`src/sv/clt_pkg.sv`:
```
package clt_pkg;

	// Result kinds as they appear on the kind port.
	typedef enum logic [1:0] {
		KIND_BYTE = 2'd0,
		KIND_TERM = 2'd1,
		KIND_END  = 2'd2
	} kind_t;

	// Byte codes the parser reacts to.
	localparam logic [7:0] CH_NUL   = 8'h00;
	localparam logic [7:0] CH_LF    = 8'h0A;
	localparam logic [7:0] CH_CR    = 8'h0D;
	localparam logic [7:0] CH_SPACE = 8'h20;
	localparam logic [7:0] CH_QUOTE = 8'h22;
	localparam logic [7:0] CH_HASH  = 8'h23;
	localparam logic [7:0] CH_SLASH = 8'h2F;

	// One input byte causes at most this many results.
	localparam int unsigned MAX_RES = 4;
	localparam int unsigned RES_W   = $clog2(MAX_RES);
	localparam int unsigned NUM_W   = $clog2(MAX_RES + 1);

	// Depth of the queue between the parser and the output side.
	localparam int unsigned QDEPTH = 4;
	localparam int unsigned QPTR_W = $clog2(QDEPTH);
	localparam int unsigned QCNT_W = $clog2(QDEPTH + 1);

	typedef struct packed {
		kind_t       kind;
		logic [7:0]  ch;
		logic [5:0]  idx;
		logic [6:0]  cnt;
	} result_t;

	// All results caused by one input byte.
	typedef struct packed {
		logic [NUM_W-1:0]          num;
		result_t [MAX_RES-1:0]     res;
	} bundle_t;

	function automatic result_t mk_result(kind_t k, logic [7:0] c, logic [6:0] tf);
		result_t r;
		r.kind = k;
		r.ch   = (k == KIND_BYTE) ? c : 8'h00;
		r.idx  = (k != KIND_END && tf != 7'd0) ? 6'(tf - 7'd1) : 6'd0;
		r.cnt  = tf;
		return r;
	endfunction

endpackage

```
`src/sv/clt_front.sv`:
```
module clt_front #(
	parameter int unsigned TOKEN_LIMIT = 16
) (
	input  logic              clk,
	input  logic              arst_n,
	input  logic              char_valid,
	output logic              char_stall,
	input  logic [7:0]        char_code,
	input  logic              end_of_input,
	input  logic              q_full,
	output logic              push,
	output clt_pkg::bundle_t  bundle
);

	typedef enum logic [4:0] {
		MODE_BETWEEN = 5'b00001,
		MODE_PLAIN   = 5'b00010,
		MODE_QUOTED  = 5'b00100,
		MODE_SLASH   = 5'b01000,
		MODE_DONE    = 5'b10000
	} mode_t;

	localparam logic [6:0] LIMIT = 7'(TOKEN_LIMIT);

	mode_t       mode_q;
	logic [6:0]  tf_q;
	mode_t       mode_d;
	logic [6:0]  tf_d;
	logic [clt_pkg::NUM_W-1:0] n;
	clt_pkg::result_t [clt_pkg::MAX_RES-1:0] res;
	logic        stop;
	logic        plain;
	logic        accept;

	assign char_stall = q_full;
	assign accept     = char_valid && !q_full;
	assign stop       = (char_code == clt_pkg::CH_NUL) || (char_code == clt_pkg::CH_LF) ||
	                    (char_code == clt_pkg::CH_CR);

	// Walks the byte through the parser and collects its results in order.
	always_comb begin
		mode_d = mode_q;
		tf_d   = tf_q;
		n      = '0;
		res    = '0;
		plain  = 1'b0;
		case (mode_q)
			MODE_BETWEEN: begin
				if (tf_d >= LIMIT || stop || char_code == clt_pkg::CH_HASH) begin
					res[n[clt_pkg::RES_W-1:0]] = clt_pkg::mk_result(clt_pkg::KIND_END, 8'h00, tf_d);
					n      = n + 1'b1;
					mode_d = MODE_DONE;
				end else if (char_code == clt_pkg::CH_SLASH) begin
					mode_d = MODE_SLASH;
				end else if (char_code == clt_pkg::CH_QUOTE) begin
					tf_d   = (tf_d < 7'd127) ? tf_d + 7'd1 : tf_d;
					mode_d = MODE_QUOTED;
				end else if (char_code > clt_pkg::CH_SPACE) begin
					tf_d   = (tf_d < 7'd127) ? tf_d + 7'd1 : tf_d;
					res[n[clt_pkg::RES_W-1:0]] = clt_pkg::mk_result(clt_pkg::KIND_BYTE, char_code, tf_d);
					n      = n + 1'b1;
					mode_d = MODE_PLAIN;
				end
			end
			MODE_SLASH: begin
				if (char_code == clt_pkg::CH_SLASH) begin
					res[n[clt_pkg::RES_W-1:0]] = clt_pkg::mk_result(clt_pkg::KIND_END, 8'h00, tf_d);
					n      = n + 1'b1;
					mode_d = MODE_DONE;
				end else begin
					tf_d   = (tf_d < 7'd127) ? tf_d + 7'd1 : tf_d;
					res[n[clt_pkg::RES_W-1:0]] =
						clt_pkg::mk_result(clt_pkg::KIND_BYTE, clt_pkg::CH_SLASH, tf_d);
					n      = n + 1'b1;
					mode_d = MODE_PLAIN;
					plain  = 1'b1;
				end
			end
			MODE_PLAIN: begin
				plain = 1'b1;
			end
			MODE_QUOTED: begin
				if (char_code == clt_pkg::CH_QUOTE) begin
					res[n[clt_pkg::RES_W-1:0]] = clt_pkg::mk_result(clt_pkg::KIND_TERM, 8'h00, tf_d);
					n = n + 1'b1;
					if (tf_d >= LIMIT) begin
						res[n[clt_pkg::RES_W-1:0]] =
							clt_pkg::mk_result(clt_pkg::KIND_END, 8'h00, tf_d);
						n      = n + 1'b1;
						mode_d = MODE_DONE;
					end else begin
						mode_d = MODE_BETWEEN;
					end
				end else if (char_code == clt_pkg::CH_NUL) begin
					res[n[clt_pkg::RES_W-1:0]] = clt_pkg::mk_result(clt_pkg::KIND_TERM, 8'h00, tf_d);
					n = n + 1'b1;
					res[n[clt_pkg::RES_W-1:0]] = clt_pkg::mk_result(clt_pkg::KIND_END, 8'h00, tf_d);
					n      = n + 1'b1;
					mode_d = MODE_DONE;
				end else begin
					res[n[clt_pkg::RES_W-1:0]] = clt_pkg::mk_result(clt_pkg::KIND_BYTE, char_code, tf_d);
					n = n + 1'b1;
				end
			end
			MODE_DONE: begin
				mode_d = MODE_DONE;
			end
			default: begin
				mode_d = MODE_DONE;
			end
		endcase

		// A byte inside an unquoted token: either more token or its end.
		if (plain) begin
			if (char_code > clt_pkg::CH_SPACE) begin
				res[n[clt_pkg::RES_W-1:0]] = clt_pkg::mk_result(clt_pkg::KIND_BYTE, char_code, tf_d);
				n = n + 1'b1;
			end else begin
				res[n[clt_pkg::RES_W-1:0]] = clt_pkg::mk_result(clt_pkg::KIND_TERM, 8'h00, tf_d);
				n = n + 1'b1;
				if (stop || tf_d >= LIMIT) begin
					res[n[clt_pkg::RES_W-1:0]] = clt_pkg::mk_result(clt_pkg::KIND_END, 8'h00, tf_d);
					n      = n + 1'b1;
					mode_d = MODE_DONE;
				end else begin
					mode_d = MODE_BETWEEN;
				end
			end
		end

		// Close out the line on its last byte.
		if (end_of_input) begin
			if (mode_d == MODE_SLASH) begin
				tf_d   = (tf_d < 7'd127) ? tf_d + 7'd1 : tf_d;
				res[n[clt_pkg::RES_W-1:0]] =
					clt_pkg::mk_result(clt_pkg::KIND_BYTE, clt_pkg::CH_SLASH, tf_d);
				n      = n + 1'b1;
				mode_d = MODE_PLAIN;
			end
			if (mode_d == MODE_PLAIN || mode_d == MODE_QUOTED) begin
				res[n[clt_pkg::RES_W-1:0]] = clt_pkg::mk_result(clt_pkg::KIND_TERM, 8'h00, tf_d);
				n = n + 1'b1;
			end
			if (mode_d != MODE_DONE) begin
				res[n[clt_pkg::RES_W-1:0]] = clt_pkg::mk_result(clt_pkg::KIND_END, 8'h00, tf_d);
				n = n + 1'b1;
			end
			mode_d = MODE_BETWEEN;
			tf_d   = 7'd0;
		end
	end

	assign push       = accept && (n != '0);
	assign bundle.num = n;
	assign bundle.res = res;

	always_ff @(posedge clk or negedge arst_n) begin
		if (!arst_n) begin
			mode_q <= MODE_BETWEEN;
			tf_q   <= 7'd0;
		end else if (accept) begin
			mode_q <= mode_d;
			tf_q   <= tf_d;
		end
	end

endmodule

```
`src/sv/clt_queue.sv`:
```
module clt_queue (
	input  logic              clk,
	input  logic              arst_n,
	input  logic              push,
	input  clt_pkg::bundle_t  push_data,
	output logic              full,
	input  logic              pop,
	output logic              head_valid,
	output clt_pkg::bundle_t  head
);

	clt_pkg::bundle_t               entry_q [clt_pkg::QDEPTH];
	logic [clt_pkg::QPTR_W-1:0]     wr_ptr_q;
	logic [clt_pkg::QPTR_W-1:0]     rd_ptr_q;
	logic [clt_pkg::QCNT_W-1:0]     count_q;
	logic                           do_push;
	logic                           do_pop;

	assign full       = (count_q == clt_pkg::QCNT_W'(clt_pkg::QDEPTH));
	assign head_valid = (count_q != '0);
	assign head       = entry_q[rd_ptr_q];
	assign do_push    = push && !full;
	assign do_pop     = pop && head_valid;

	always_ff @(posedge clk) begin
		if (do_push) begin
			entry_q[wr_ptr_q] <= push_data;
		end
	end

	always_ff @(posedge clk or negedge arst_n) begin
		if (!arst_n) begin
			wr_ptr_q <= '0;
			rd_ptr_q <= '0;
			count_q  <= '0;
		end else begin
			if (do_push) begin
				wr_ptr_q <= wr_ptr_q + 1'b1;
			end
			if (do_pop) begin
				rd_ptr_q <= rd_ptr_q + 1'b1;
			end
			if (do_push && !do_pop) begin
				count_q <= count_q + 1'b1;
			end else if (do_pop && !do_push) begin
				count_q <= count_q - 1'b1;
			end
		end
	end

endmodule

```
`src/sv/clt_back.sv`:
```
module clt_back (
	input  logic              clk,
	input  logic              arst_n,
	input  logic              head_valid,
	input  clt_pkg::bundle_t  head,
	output logic              pop,
	output logic              result_valid,
	input  logic              result_stall,
	output logic [1:0]        kind,
	output logic [7:0]        out_char,
	output logic [5:0]        token_index,
	output logic [6:0]        token_count,
	output logic              last
);

	logic [clt_pkg::RES_W-1:0] sel_q;
	logic                      valid_q;
	clt_pkg::result_t          res_q;
	logic                      last_q;
	logic                      load;
	logic                      sel_last;

	// The output register takes a new beat when it is empty or being drained.
	assign load     = head_valid && (!valid_q || !result_stall);
	assign sel_last = (clt_pkg::NUM_W'(sel_q) == head.num - 1'b1);
	assign pop      = load && sel_last;

	always_ff @(posedge clk or negedge arst_n) begin
		if (!arst_n) begin
			valid_q <= 1'b0;
			sel_q   <= '0;
		end else begin
			if (load) begin
				valid_q <= 1'b1;
				sel_q   <= sel_last ? '0 : sel_q + 1'b1;
			end else if (!result_stall) begin
				valid_q <= 1'b0;
			end
		end
	end

	always_ff @(posedge clk) begin
		if (load) begin
			res_q  <= head.res[sel_q];
			last_q <= sel_last;
		end
	end

	assign result_valid = valid_q;
	assign kind         = res_q.kind;
	assign out_char     = res_q.ch;
	assign token_index  = res_q.idx;
	assign token_count  = res_q.cnt;
	assign last         = last_q;

endmodule

```
`src/sv/command_line_tokenizer.sv`:
```
// Each result beat passes through the queue, then the output register, after its byte is
// accepted. Throughput: one byte per cycle on input unless the queue is full; one result
// beat per cycle on output unless result_stall holds it, so a byte with several results
// (up to four) takes that many beats; the four-entry parser-to-output queue absorbs them.
// Reset: arst_n clears the parser to "between tokens, no tokens found" and empties
// the queue and output register at once; no clearing pass is needed.
module command_line_tokenizer #(
	parameter int unsigned TOKEN_LIMIT = 16
) (
	input  logic        clk,
	input  logic        arst_n,
	input  logic        char_valid,
	output logic        char_stall,
	input  logic [7:0]  char_code,
	input  logic        end_of_input,
	output logic        result_valid,
	input  logic        result_stall,
	output logic [1:0]  kind,
	output logic [7:0]  out_char,
	output logic [5:0]  token_index,
	output logic [6:0]  token_count,
	output logic        last
);

	// The front end parses each accepted byte combinationally and pushes all of
	// its results as one bundle. Bytes that cause no result (an opening quote, a
	// held slash, blanks between tokens, bytes after the line end) push nothing.
	logic              push;
	clt_pkg::bundle_t  push_data;
	logic              q_full;
	logic              pop;
	logic              head_valid;
	clt_pkg::bundle_t  head;

	clt_front #(
		.TOKEN_LIMIT (TOKEN_LIMIT)
	) u_front (
		.clk          (clk),
		.arst_n       (arst_n),
		.char_valid   (char_valid),
		.char_stall   (char_stall),
		.char_code    (char_code),
		.end_of_input (end_of_input),
		.q_full       (q_full),
		.push         (push),
		.bundle       (push_data)
	);

	// The queue decouples the parser from the output: the input stalls only when
	// it is full, which happens when bytes bring results faster than the output drains them.
	clt_queue u_queue (
		.clk        (clk),
		.arst_n     (arst_n),
		.push       (push),
		.push_data  (push_data),
		.full       (q_full),
		.pop        (pop),
		.head_valid (head_valid),
		.head       (head)
	);

	// The back end steps through the results of the head bundle, one beat per
	// cycle unless result_stall holds it, marking the final beat of each bundle with last.
	clt_back u_back (
		.clk          (clk),
		.arst_n       (arst_n),
		.head_valid   (head_valid),
		.head         (head),
		.pop          (pop),
		.result_valid (result_valid),
		.result_stall (result_stall),
		.kind         (kind),
		.out_char     (out_char),
		.token_index  (token_index),
		.token_count  (token_count),
		.last         (last)
	);

	// A bundle is never split: after a beat without last is taken, the rest of
	// the same bundle is already waiting.
	assert property (@(posedge clk) disable iff (!arst_n)
		result_valid && !result_stall && !last |=> result_valid)
		else $error("result bundle interrupted before its last beat");

	// Only token bytes carry a character.
	assert property (@(posedge clk) disable iff (!arst_n)
		result_valid && kind != clt_pkg::KIND_BYTE |-> out_char == 8'h00)
		else $error("non-byte result carries a character");

	// The token count never runs past the configured limit.
	assert property (@(posedge clk) disable iff (!arst_n)
		result_valid |-> token_count <= 7'(TOKEN_LIMIT))
		else $error("token count above limit");

	// The queue only pushes when it has room, as the input is stalled while full.
	assert property (@(posedge clk) disable iff (!arst_n)
		q_full |-> !(char_valid && !char_stall))
		else $error("byte accepted while the queue is full");

endmodule

```
`config.mk`:
```
export PLATFORM = sky130hd
export DESIGN_NAME = command_line_tokenizer
export DESIGN_NICKNAME = d
export VERILOG_FILES = /design/src/sv/clt_pkg.sv /design/src/sv/clt_front.sv /design/src/sv/clt_queue.sv /design/src/sv/clt_back.sv /design/src/sv/command_line_tokenizer.sv
export SDC_FILE = /design/constraint.sdc
export NUM_CORES = 1
export LEC_CHECK = 0
export BUFFER_PORTS_ARGS = -buffer_cell sky130_fd_sc_hd__buf_2
export CELL_PAD_IN_SITES_DETAIL_PLACEMENT = 0
export CELL_PAD_IN_SITES_GLOBAL_PLACEMENT = 2
export CORE_UTILIZATION = 47
export DETAILED_ROUTE_END_ITERATION = 16
export PLACE_DENSITY_LB_ADDON = 0.1
export SLEW_MARGIN = 10
export SYNTH_ARGS = -nofsm -noshare
export SYNTH_HDL_FRONTEND = slang
export SYNTH_HIERARCHICAL = 1
export SYNTH_SLANG_ARGS = --single-unit
```
`constraint.sdc`:
```
create_clock -name clk -period 10.2 [get_ports clk]
set_clock_uncertainty 0.15 [all_clocks]
set_input_delay 2.04 -clock clk [delete_from_list [all_inputs] [get_ports clk]]
set_output_delay 2.04 -clock clk [all_outputs]
set_load 0.02 [all_outputs]
```
==> summary.txt <==
Layout
  • Nets: 1469
  • Layout fillers: 3619
  • Final Util: between 50% and 60%
  • Layout cells sized above 1: 20.56%
  • Ant. Diodes: 0
  • Post-route insts no fill: 2039
  • Area occupied by multi-input gates: 7343 um^2
  • Area grow syn2layout: 11.07%
  • Reg area: 12690 um^2

Place
  • Global placement routability congestion: 0.9494
  • Placed cell count: 1961
  • # port buffers: 38
  • Final HPWL DP: 40400 um

Clocking
  • CTS sink cnt: 426
  • # H-tree levels: 2
  • Clock-pin slew on the worst setup and hold paths: 0.06 ns
  • Root buffer cell: clkbuf_16
  • CTS resizes: 0
  • Num CTS Buffers: between 40 and 50
  • CTS tree: yes
  • Post-CTS setup repair buffer count: 0
  • Worst-Skew Late Latency: 0.57 ns
  • # hold bufs at CTS: 0
  • Bufs on Longest Clock Path: 3

Yosys
  • Main synth FF type: edfxtp_1
  • Synth area leader: edfxtp_1
  • Commonest cells in the netlist: edfxtp_1 (404), mux4_2 (116), nand2_1 (101), nor2_1 (74), a21oi_1 (67)
  • Share of the synthesized area in the top cell type: 58.95%
  • Syn Nets: approximately 1400
  • FFs w/ async S/R, synth: 5.164%
  • Post-synthesis cell type count: 94
  • EDFF count, synth: 404
  • Ys Warns: 6
  • Area contributors post-synth: edfxtp_1 (59%), mux4_2 (13%), dfrtp_1 (2.6%)
  • FF+latch count, synth: 426
  • Post-synthesis cell area: 20580 um^2
  • Sequential area share after synthesis: between 60% and 70%
  • Count leader, synth: edfxtp_1
  • Synth Area per Inst: roughly 15 um^2
  • Cells after Synth: 1379

Worst setup path
  • Slowest stage delay, CP: about 0.64 ns
  • Crit Path Class: input pin to flip-flop
  • Arr. time, crit path: 8.96 ns
  • Worst-path fanout max: 34
  • R2R Setup Slk: 2.57 ns
  • Launching point of the worst reg2reg path: u_front/mode_q[1]
  • Critical Path, Cell by Cell: buf_2, and2_0, nand3b_1, a41oi_1, nand2b_1, a41oi_4, o21a_1, nor2_1, ha_1, nor2_1, nor2_1, ha_1, mux2_2, inv_1, ha_1, o21ai_1, mux2i_1, mux2_2, o221ai_1, o311a_1, nor2b_1, and2_4, buf_12
  • Setup crit start kind: input pin
  • Cell count of the worst reg-to-reg path: 22
  • Reg-to-reg endpoint: u_queue/entry_q[0][22]
  • Top delay family on crit path: simple AND/OR/NAND/NOR gates
  • Crit path max-delay cell type: and2_4
  • Data required time of the worst path: ~10 ns
  • Setup crit end kind: flip-flop
  • Worst Path Buf+Inv: 3

Pwr
  • Logic pwr share: 35.6%
  • Lkg Pwr: 7.609 nW
  • Pwr Total: 5.978 mW
  • Clock power share: between 20% and 30%
  • Net Sw Frac: 34.14%
  • P_sw: 2.041 mW
  • Seq pwr share: 38.7%
  • Int Power: 3.937 mW
  • Worst VDD drop: around 0.15 mV
  • Power per Cell Area: 261.5 nW/um^2

Routing
  • Wirelength per Cell: 27.92 um
  • Met1 WL: roughly 26000 um
  • Via density: 6.366
  • Post-route ant nets: 0
  • DRC Markers: 0
  • Metal3 WL: 4245 um
  • Max layer used: met4
  • Met2 WL: 25520 um
  • Number of DRC markers in iteration 0: 1269
  • Vias: about 13000
  • DRT Pass-1 Iters: 7
  • Routed WL: 56930 um

Global route
  • Initial antenna violation count: 0
  • GR Util All Layers: 26.14%
  • Vias in the first global route: 12392
  • First-pass GRT wire length: ~85000 um
  • Largest net degree at the start of global routing: 59
  • Grt total ovfl: 0

STA
  • Slew HR: 18.50%
  • RSZ-0062 raised after global routing: false
  • Final min period: about 9 ns
  • Tightest Pin Transition: ~1.2 ns
  • Final Hold Viols: 0
  • Fmax: 112.9 MHz
  • Final Max Tran Viols: 0
  • TNS Setup: 0 ns
  • Crit share post-route: slightly below 90%
  • Final setup viols: 0

Floorplan
  • I/O pins: 39
  • Core area: 43170 um^2
  • Die area: 44620 um^2
  • Initial core utilization: roughly 48%
  • Die Height: 211.2 um
  • Rows: 76
  • Die width: 211.2 um

Status
  • Status: finished, final reports clean

Min path
  • Hold WC Path Type: flip-flop to flip-flop
  • Hold endpoint: u_back/result_valid
  • Hold Path Stages: 1
  • Hold path start: u_back/result_valid

Run
  • Total of max-cap violations: 0
-- how the worst max path moves through the flow --
stage                      start  slack (ns)                endpoint  cells past startpoint
floorplan           char_code[0]        0.90   u_queue/entry_q[0][0]                     24
global placement    char_code[1]        1.12  u_queue/entry_q[0][29]                     23
detailed placement  char_code[1]        0.95  u_queue/entry_q[0][22]                     23
CTS                 char_code[1]        1.51   u_queue/entry_q[0][4]                     23
global route        char_code[1]        1.04  u_queue/entry_q[0][50]                     23
finish              char_code[1]        1.34  u_queue/entry_q[0][22]                     23
-- cell usage in the layout, fill, tap and decap left out, types with 16 or more instances in the layout --
cell type	instances
a21oi_1	67
a22oi_1	16
and2_1	17
buf_2	38
buf_4	34
clkbuf_16	44
dfrtp_1	18
edfxtp_1	404
ha_1	34
inv_1	31
mux4_2	116
nand2_1	101
nand3_1	44
nor2_1	74
nor3_1	22
o21ai_0	50
xnor2_1	17
-- stage by stage --
step / worst slack, ns / area [um^2] / hold WS, ns
after floorplan: 0.8981 / 20580 / 0.2953
after CTS: 1.512 / 22860 / 0.3517
final: 1.342 / 22860 / 0.3534
after global placement: 1.116 / 21470 / 0.3200
after global routing: 1.040 / 22860 / 0.3929
after detailed placement: 0.9493 / 21470 / 0.3376
-- flip-flops by register name, indices dropped and copies added, names as in the netlist --
name	cells
u_back/token_index	6
u_queue/entry_q	380
u_back/sel_q	2
u_back/kind	2
u_queue/wr_ptr_q	2
u_back/token_count	7
u_front/tf_q	7
u_queue/rd_ptr_q	2
u_back/result_valid	1
u_back/last	1
u_queue/count_q	3
u_back/out_char	8
u_front/mode_q	5
-- cell type report --
cell class / count / area share, %
Sequential cell: 426 / 55.53
Inverter: 32 / 0.5255
Tap cell: 585 / 3.202
Timing Repair Buffer: 79 / 2.562
Clock inverter: 29 / 1.155
Multi-Input combinational cell: 839 / 32.13
Clock buffer: 49 / 4.899
-- routing by layer --
metal  GRT usage, %  vias up
met5              0        -
met1          39.51     6651
li1               -     5644
met3          4.891       78
met2          38.80      608
met4          6.972        0
-- logic make-up (layout without fill, tap and decap cells) --
| family | count (synthesis) | in the layout | synth area share, % |
|---|---|---|---|
| buf+inv | 114 | 189 | 2.730 |
| simple gates | 346 | 346 | 8.409 |
| fa+ha+maj | 35 | 35 | 2.165 |
| compound gates | 298 | 298 | 10.05 |
| xor+xnor | 26 | 26 | 1.180 |
| flops | 426 | 426 | 61.63 |
| mux | 134 | 134 | 13.83 |
-- power by group through the flow --
stage | clock network [mW] | logic (mW) | registers (mW)
3_3_place_gp | 0 | 2.12 | 2.35
4_1_cts | 1.57 | 2.12 | 2.32
3_5_place_dp | 0 | 2.11 | 2.35
5_1_grt | 1.63 | 2.27 | 2.34
2_1_floorplan | 0 | 1.52 | 2.34
6_report | 1.54 | 2.13 | 2.31
Power figures use the tool's default switching activity.
